[src/hdl/fcbu_pkg.sv]
// Shared constants, command codes and types of the fly camera basis update block.
package fcbu_pkg;

    // Event kinds
    localparam logic [1:0] OP_MOVE = 2'd0;
    localparam logic [1:0] OP_LOOK = 2'd1;
    localparam logic [1:0] OP_ZOOM = 2'd2;
    localparam logic [1:0] OP_NONE = 2'd3;

    // Move directions
    localparam logic [2:0] DIR_FWD   = 3'd0;
    localparam logic [2:0] DIR_BACK  = 3'd1;
    localparam logic [2:0] DIR_RIGHT = 3'd2;
    localparam logic [2:0] DIR_LEFT  = 3'd3;
    localparam logic [2:0] DIR_UP    = 3'd4;
    localparam logic [2:0] DIR_DOWN  = 3'd5;

    // Angles in degrees: pitch signed Q8.8, yaw Q9.8
    localparam logic signed [16:0] PITCH_LIM = 17'sd22784;
    localparam logic [16:0] YAW_FULL = 17'd92160;
    localparam logic [16:0] QUARTER  = 17'd23040;
    localparam logic [16:0] HALF     = 17'd46080;
    localparam logic [16:0] THREE_Q  = 17'd69120;

    // Field of view limits, Q6.8 degrees
    localparam logic signed [17:0] FOV_MIN = 18'sd256;
    localparam logic signed [17:0] FOV_MAX = 18'sd11520;
    localparam logic [13:0] FOV_RST = 14'd11520;

    // Move speed reset, Q8.8
    localparam logic [15:0] SPEED_RST = 16'd640;

    // Degrees Q8.8 to radians Q2.30, and one in Q30
    localparam logic [31:0] RAD_K   = 32'd73204;
    localparam logic [30:0] Q30_ONE = 31'd1073741824;
    localparam logic signed [15:0] ONE_Q14 = 16'sd16384;

    // Register byte offset of move_speed
    localparam logic ADDR_SPEED = 1'b0;

    // Datapath operations
    localparam logic [3:0] DP_NOP  = 4'd0;
    localparam logic [3:0] DP_LOAD = 4'd1;
    localparam logic [3:0] DP_LOOK = 4'd2;
    localparam logic [3:0] DP_ZOOM = 4'd3;
    localparam logic [3:0] DP_FOLD = 4'd4;
    localparam logic [3:0] DP_Z    = 4'd5;
    localparam logic [3:0] DP_Z2   = 4'd6;
    localparam logic [3:0] DP_DQ   = 4'd7;
    localparam logic [3:0] DP_DT   = 4'd8;
    localparam logic [3:0] DP_DM   = 4'd9;
    localparam logic [3:0] DP_S    = 4'd10;
    localparam logic [3:0] DP_PROD = 4'd11;
    localparam logic [3:0] DP_M1   = 4'd12;
    localparam logic [3:0] DP_M2   = 4'd13;
    localparam logic [3:0] DP_ADD  = 4'd14;
    localparam logic [3:0] DP_OUT  = 4'd15;

    typedef logic [3:0] dp_op_t;

    typedef struct packed {
        dp_op_t     op;
        logic [1:0] idx;
    } dp_cmd_t;

    // Series divisors, one per Horner round
    function automatic logic [6:0] div_const(input logic [1:0] rnd);
        logic [6:0] d;
        case (rnd)
            2'd0:    d = 7'd72;
            2'd1:    d = 7'd42;
            2'd2:    d = 7'd20;
            default: d = 7'd6;
        endcase
        return d;
    endfunction

    // floor(2^32 / divisor) for each round
    function automatic logic [31:0] div_recip(input logic [1:0] rnd);
        logic [31:0] m;
        case (rnd)
            2'd0:    m = 32'd59652323;
            2'd1:    m = 32'd102261126;
            2'd2:    m = 32'd214748364;
            default: m = 32'd715827882;
        endcase
        return m;
    endfunction

endpackage

[src/hdl/fcbu_ctrl.sv]
// Controller: sequences each request through the datapath and owns the handshakes.
module fcbu_ctrl (
    input  logic               clk,
    input  logic               rst_n,
    input  logic               in_valid,
    output logic               in_ready,
    input  logic [1:0]         op,
    output logic               out_valid,
    input  logic               out_ready,
    output fcbu_pkg::dp_cmd_t  cmd
);

    localparam logic [3:0] ST_IDLE = 4'd0;
    localparam logic [3:0] ST_LOOK = 4'd1;
    localparam logic [3:0] ST_FOLD = 4'd2;
    localparam logic [3:0] ST_Z    = 4'd3;
    localparam logic [3:0] ST_Z2   = 4'd4;
    localparam logic [3:0] ST_DQ   = 4'd5;
    localparam logic [3:0] ST_DT   = 4'd6;
    localparam logic [3:0] ST_DM   = 4'd7;
    localparam logic [3:0] ST_S    = 4'd8;
    localparam logic [3:0] ST_PROD = 4'd9;
    localparam logic [3:0] ST_M1   = 4'd10;
    localparam logic [3:0] ST_M2   = 4'd11;
    localparam logic [3:0] ST_ADD  = 4'd12;
    localparam logic [3:0] ST_ZOOM = 4'd13;
    localparam logic [3:0] ST_OUT  = 4'd14;

    logic [3:0] state_reg, state_next;
    logic [1:0] idx_reg, idx_next;
    logic [1:0] rnd_reg, rnd_next;
    logic       out_valid_reg, out_valid_next;

    // Next state and datapath command
    always_comb
    begin
        state_next     = state_reg;
        idx_next       = idx_reg;
        rnd_next       = rnd_reg;
        out_valid_next = out_valid_reg && !out_ready;
        cmd.op         = fcbu_pkg::DP_NOP;
        cmd.idx        = idx_reg;
        unique case (state_reg)
            ST_IDLE:
                if (in_valid)
                begin
                    cmd.op   = fcbu_pkg::DP_LOAD;
                    idx_next = '0;
                    unique case (op)
                        fcbu_pkg::OP_MOVE: state_next = ST_M1;
                        fcbu_pkg::OP_LOOK: state_next = ST_LOOK;
                        fcbu_pkg::OP_ZOOM: state_next = ST_ZOOM;
                        default:           state_next = ST_OUT;
                    endcase
                end
            ST_LOOK:
            begin
                cmd.op     = fcbu_pkg::DP_LOOK;
                state_next = ST_FOLD;
            end
            ST_FOLD:
            begin
                cmd.op     = fcbu_pkg::DP_FOLD;
                state_next = ST_Z;
            end
            ST_Z:
            begin
                cmd.op     = fcbu_pkg::DP_Z;
                state_next = ST_Z2;
            end
            ST_Z2:
            begin
                cmd.op     = fcbu_pkg::DP_Z2;
                rnd_next   = '0;
                state_next = ST_DQ;
            end
            ST_DQ:
            begin
                cmd.op     = fcbu_pkg::DP_DQ;
                cmd.idx    = rnd_reg;
                state_next = ST_DT;
            end
            ST_DT:
            begin
                cmd.op     = fcbu_pkg::DP_DT;
                cmd.idx    = rnd_reg;
                state_next = (rnd_reg == 2'd3) ? ST_S : ST_DM;
            end
            ST_DM:
            begin
                cmd.op     = fcbu_pkg::DP_DM;
                rnd_next   = rnd_reg + 2'd1;
                state_next = ST_DQ;
            end
            ST_S:
            begin
                cmd.op   = fcbu_pkg::DP_S;
                idx_next = idx_reg + 2'd1;
                state_next = (idx_reg == 2'd3) ? ST_PROD : ST_FOLD;
            end
            ST_PROD:
            begin
                cmd.op   = fcbu_pkg::DP_PROD;
                idx_next = idx_reg + 2'd1;
                if (idx_reg == 2'd3)
                    state_next = ST_OUT;
            end
            ST_M1:
            begin
                cmd.op     = fcbu_pkg::DP_M1;
                state_next = ST_M2;
            end
            ST_M2:
            begin
                cmd.op     = fcbu_pkg::DP_M2;
                state_next = ST_ADD;
            end
            ST_ADD:
            begin
                cmd.op   = fcbu_pkg::DP_ADD;
                idx_next = idx_reg + 2'd1;
                state_next = (idx_reg == 2'd2) ? ST_OUT : ST_M1;
            end
            ST_ZOOM:
            begin
                cmd.op     = fcbu_pkg::DP_ZOOM;
                state_next = ST_OUT;
            end
            ST_OUT:
                if (!out_valid_reg || out_ready)
                begin
                    cmd.op         = fcbu_pkg::DP_OUT;
                    out_valid_next = 1'b1;
                    state_next     = ST_IDLE;
                end
            default:
                state_next = ST_IDLE;
        endcase
    end

    always_ff @(posedge clk or negedge rst_n)
    begin
        if (!rst_n)
        begin
            state_reg     <= ST_IDLE;
            idx_reg       <= '0;
            rnd_reg       <= '0;
            out_valid_reg <= 1'b0;
        end
        else
        begin
            state_reg     <= state_next;
            idx_reg       <= idx_next;
            rnd_reg       <= rnd_next;
            out_valid_reg <= out_valid_next;
        end
    end

    assign in_ready  = (state_reg == ST_IDLE);
    assign out_valid = out_valid_reg;

endmodule

[config.mk]
export PLATFORM = sky130hd
export DESIGN_NAME = fcbu_ctrl
export DESIGN_NICKNAME = d
export VERILOG_FILES = /design/src/hdl/fcbu_pkg.sv /design/src/hdl/fcbu_ctrl.sv
export SDC_FILE = /design/constraint.sdc
export NUM_CORES = 1
export LEC_CHECK = 0
export BUFFER_PORTS_ARGS = -buffer_cell sky130_fd_sc_hd__buf_2
export CORE_MARGIN = 5
export CORE_UTILIZATION = 54
export CTS_BUF_LIST = sky130_fd_sc_hd__clkbuf_4 sky130_fd_sc_hd__clkbuf_8 sky130_fd_sc_hd__clkbuf_16
export DETAILED_ROUTE_END_ITERATION = 7
export GPL_TIMING_DRIVEN = 0
export PLACE_DENSITY = 0.81
export SLEW_MARGIN = 10
export SYNTH_ARGS = -nofsm -noshare
export SYNTH_HDL_FRONTEND = slang
export SYNTH_SLANG_ARGS = --single-unit
[constraint.sdc]
create_clock -name clk -period 1.6 [get_ports clk]
set_input_delay 0.24 -clock clk [delete_from_list [all_inputs] [get_ports clk]]
set_output_delay 0.24 -clock clk [all_outputs]
set_load 0.02 [all_outputs]
==> run_results.csv <==
group,metric,value,unit
clock_network,clkSlewWorstSetupHoldPaths,0.07,ns
logic_synthesis,synth_edf_count,0,
cells_and_area,num-nets-final,159,
global_routing,grt-ovfl-total,0,
logic_synthesis,ys_ff_latch,9,
place,post_dp_cell_area,938,µm²
cells_and_area,diodes,0,
routing,wl_per_cell,24.0,µm
run_status,violations,"negative setup slack",
floorplan,die_w,49.5,µm
cells_and_area,fill_cells,65,
setup_path,max_stage_delay,0.37,ns
flow_run,cap_violations,0,
logic_synthesis,syn_nets,117,
logic_synthesis,netlist_area,845,µm²
place,io_buffer_count,13,
logic_synthesis,async_reset_ff_share,100,%
clock_network,clock_latency,0.28,ns
global_routing,grt_util_all_layers,24.0,%
cells_and_area,drive_above_1_share,48.6,%
place,place_inst,134,
setup_path,slowest_stage,"dfrtp_1",
logic_synthesis,synth_xor_area_share,1.04,%
logic_synthesis,synth_compound_area_share,26.8,%
floorplan,core_area,1490,µm²
floorplan,num_rows,14,
clock_network,cts_tree,"built",
routing,drt_iter0_markers,93,
timing,worst_pin_slew,0.400,ns
setup_path,cp-end-kind,"output port",
floorplan,initial_core_util,56.7,%
logic_synthesis,yosysSeqAreaShare,26.7,%
global_routing,first_global_vias,988,
cells_and_area,multi_input_area,643,µm²
cells_and_area,layout_commonest_cell,"buf_4",
cells_and_area,final_cell_mix,"23 x buf_4, 13 x buf_6, 9 x o21ai_0",
routing,dr.pass1.iters,5,
routing,detail-route-antenna-nets,0,
routing,vias,1119,
clock_network,h-tree-depth,1,
timing,max_freq,0.533,GHz
logic_synthesis,synth_ff_type,"dfrtp_1",
cells_and_area,finalNonFillerCells,162,
logic_synthesis,syn-mean-instance-area,8.04,µm²
setup_path,worstPathArrival,1.64,ns
power_and_ir_drop,power.density,2710,nW/µm²
cells_and_area,largest_register_ffs,4,
routing,via_per_inst,6.91,
setup_path,critPathLaunchType,"flop",
floorplan,ios,14,
place,gp_congestion,0.927,
cells_and_area,syn_to_final_growth,60.0,%
logic_synthesis,synthCells,105,
worst_hold_path,min_path_type,"primary input to flop",
logic_synthesis,yosys_warnings,0,
global_routing,grt_max_degree,11,
cells_and_area,fin_util,90.8,%
cells_and_area,seq_area,226,µm²
global_routing,antenna_found_initial,0,
timing,fin_crit_sh,117,%
logic_synthesis,synth_top_family_by_area,"compound AO/OA/AOI/OAI gates",
routing,wirelength,3880,µm
timing,maxSlewHeadroom,73.3,%
run_status,outcome,"finished with violations",
timing,rsz0062_at_grt,"yes",
timing,hold_slack,0.363,ns
clock_network,clk_path_buf_depth,2,
place,dpl.hpwl,1540,µm
setup_path,r2r_cells,7,
timing,period_needed,1.88,ns
power_and_ir_drop,peakVddDrop,1.89,mV
cells_and_area,fin_area,1350,µm²
logic_synthesis,synthMuxAreaShare,2.52,%
floorplan,die_h,49.5,µm
logic_synthesis,yosys.area_share.simple,23.3,%
clock_network,cts_made_buffers,3,
timing,timing_hold_violations_final,0,
clock_network,cts.root.buffer_cell,"clkbuf_4",
setup_path,path_cells,"buf_6 -> buf_4 -> nand3_1 -> nand3_1 -> nand2_1 -> a21o_1 -> buf_6",
timing,fin_worst_skew,0.00331,ns
clock_network,cts_sinks,9,
global_routing,grt_pass1_wl,4610,µm
setup_path,worstSetupPathType,"flop to output port",
logic_synthesis,synthDistinctLibCells,38,
timing,maxSlewViolCount,0,
setup_path,rrSetupSlack,-0.12,ns
setup_path,worst-path-max-fanout,10,
timing,layout_setup_ws,-0.276,ns
worst_hold_path,hold_path_depth,3,
setup_path,worstPathRequired,1.36,ns
logic_synthesis,synthAdderAreaFrac,8.89,%
timing,fin_setup_tns,-1.69,ns
floorplan,die_area,2450,µm²
power_and_ir_drop,leakage,0.643,nW
routing,drcViolationCount,0,
timing,setup_viol,11,
[path summary, 6_finish.rpt]
kind | start | endpoint
worst max-delay path | state_reg[1]$_DFFE_PN0P_ | cmd[2]
worst min-delay path | out_ready | out_valid$_DFF_PN0_
worst max register to register | state_reg[1]$_DFFE_PN0P_ | state_reg[2]$_DFFE_PN0P_
worst min register to register | rnd_reg[1]$_DFFE_PN0P_ | rnd_reg[1]$_DFFE_PN0P_
max in group asynchronous | rst_n | state_reg[3]$_DFFE_PN0P_
min in group asynchronous | rst_n | rnd_reg[1]$_DFFE_PN0P_
[synth_stat cells, types with 2 or more instances]
library cell | instances | share of area [%]
a21oi_1 | 4 | 2.4
nand3_1 | 6 | 3.6
nor2b_1 | 2 | 1.5
dfrtp_1 | 9 | 27
buf_6 | 3 | 4.0
nor2_1 | 3 | 1.3
o22ai_1 | 3 | 2.2
ha_1 | 6 | 8.9
a22oi_1 | 2 | 1.8
buf_2 | 4 | 2.4
nand4_1 | 2 | 1.5
o21ai_0 | 15 | 8.9
nand2_1 | 11 | 4.9
nand2b_1 | 2 | 1.5
inv_1 | 8 | 3.6
and3_1 | 2 | 1.5
a2bb2oi_1 | 2 | 2.1
[cell families after synthesis]
logic type	count (synthesis)
AO/OA/AOI/OAI	36
AND/OR/NAND/NOR	35
buffers and inverters	16
flip-flops	9
adder cells (fa/ha/maj)	6
multiplexers	2
XOR/XNOR	1
[stage by stage]
step           total power [W]  setup WS, ns
4_1_cts                0.00298        -0.235
3_5_place_dp           0.00203       -0.0222
2_1_floorplan          0.00165        0.0875
5_1_grt                0.00380        -0.318
6_report               0.00366        -0.276
3_3_place_gp           0.00200       0.00920
[layout make-up]
class	instances	share of cell area (%)
inverter	8	2.78
sequential	9	16.8
tap	16	1.48
timing repair buffer	37	22.8
clock buffer	4	2.22
buffer	8	6.39
multi-input combinational	80	47.6
[report_power, final]
group	switching [W]	total [W]	internal, W	leakage (nW)
Sequential	0.000108	0.000443	0.000334	0.112
Combinational	0.00159	0.00300	0.00141	0.513
Clock	0.000105	0.000219	0.000114	0.0184
[metal layers]
metal | track usage, % | vias up | routed length [µm]
li1 | - | 467 | -
met1 | 31.3 | 512 | 1480
met2 | 36.9 | 109 | 1750
met3 | 5.12 | 31 | 421
met4 | 12.2 | 0 | 231
met5 | 0 | - | 0
[worst max-delay path, delay by kind of cell (launching register included)]
| family | cells | cell delay, ns |
|---|---|---|
| buffers and inverters | 3 | 0.48 |
| AO/OA/AOI/OAI | 1 | 0.17 |
| flip-flops | 1 | 0.37 |
| AND/OR/NAND/NOR | 3 | 0.33 |
[what timing repair did]
| item | 4_1_cts | 5_1_grt |
|---|---|---|
| gates resized for setup | 33 | 23 |
| gates cloned | 0 | 0 |
| endpoints found under the hold margin | 9 | 0 |
| pin swaps | 6 | 9 |
| buffers inserted | 16 | 8 |
| hold buffers | 1 | 0 |
| endpoints found under the setup margin | 6 | 9 |
Note: power is estimated with default switching activity, not from simulation.
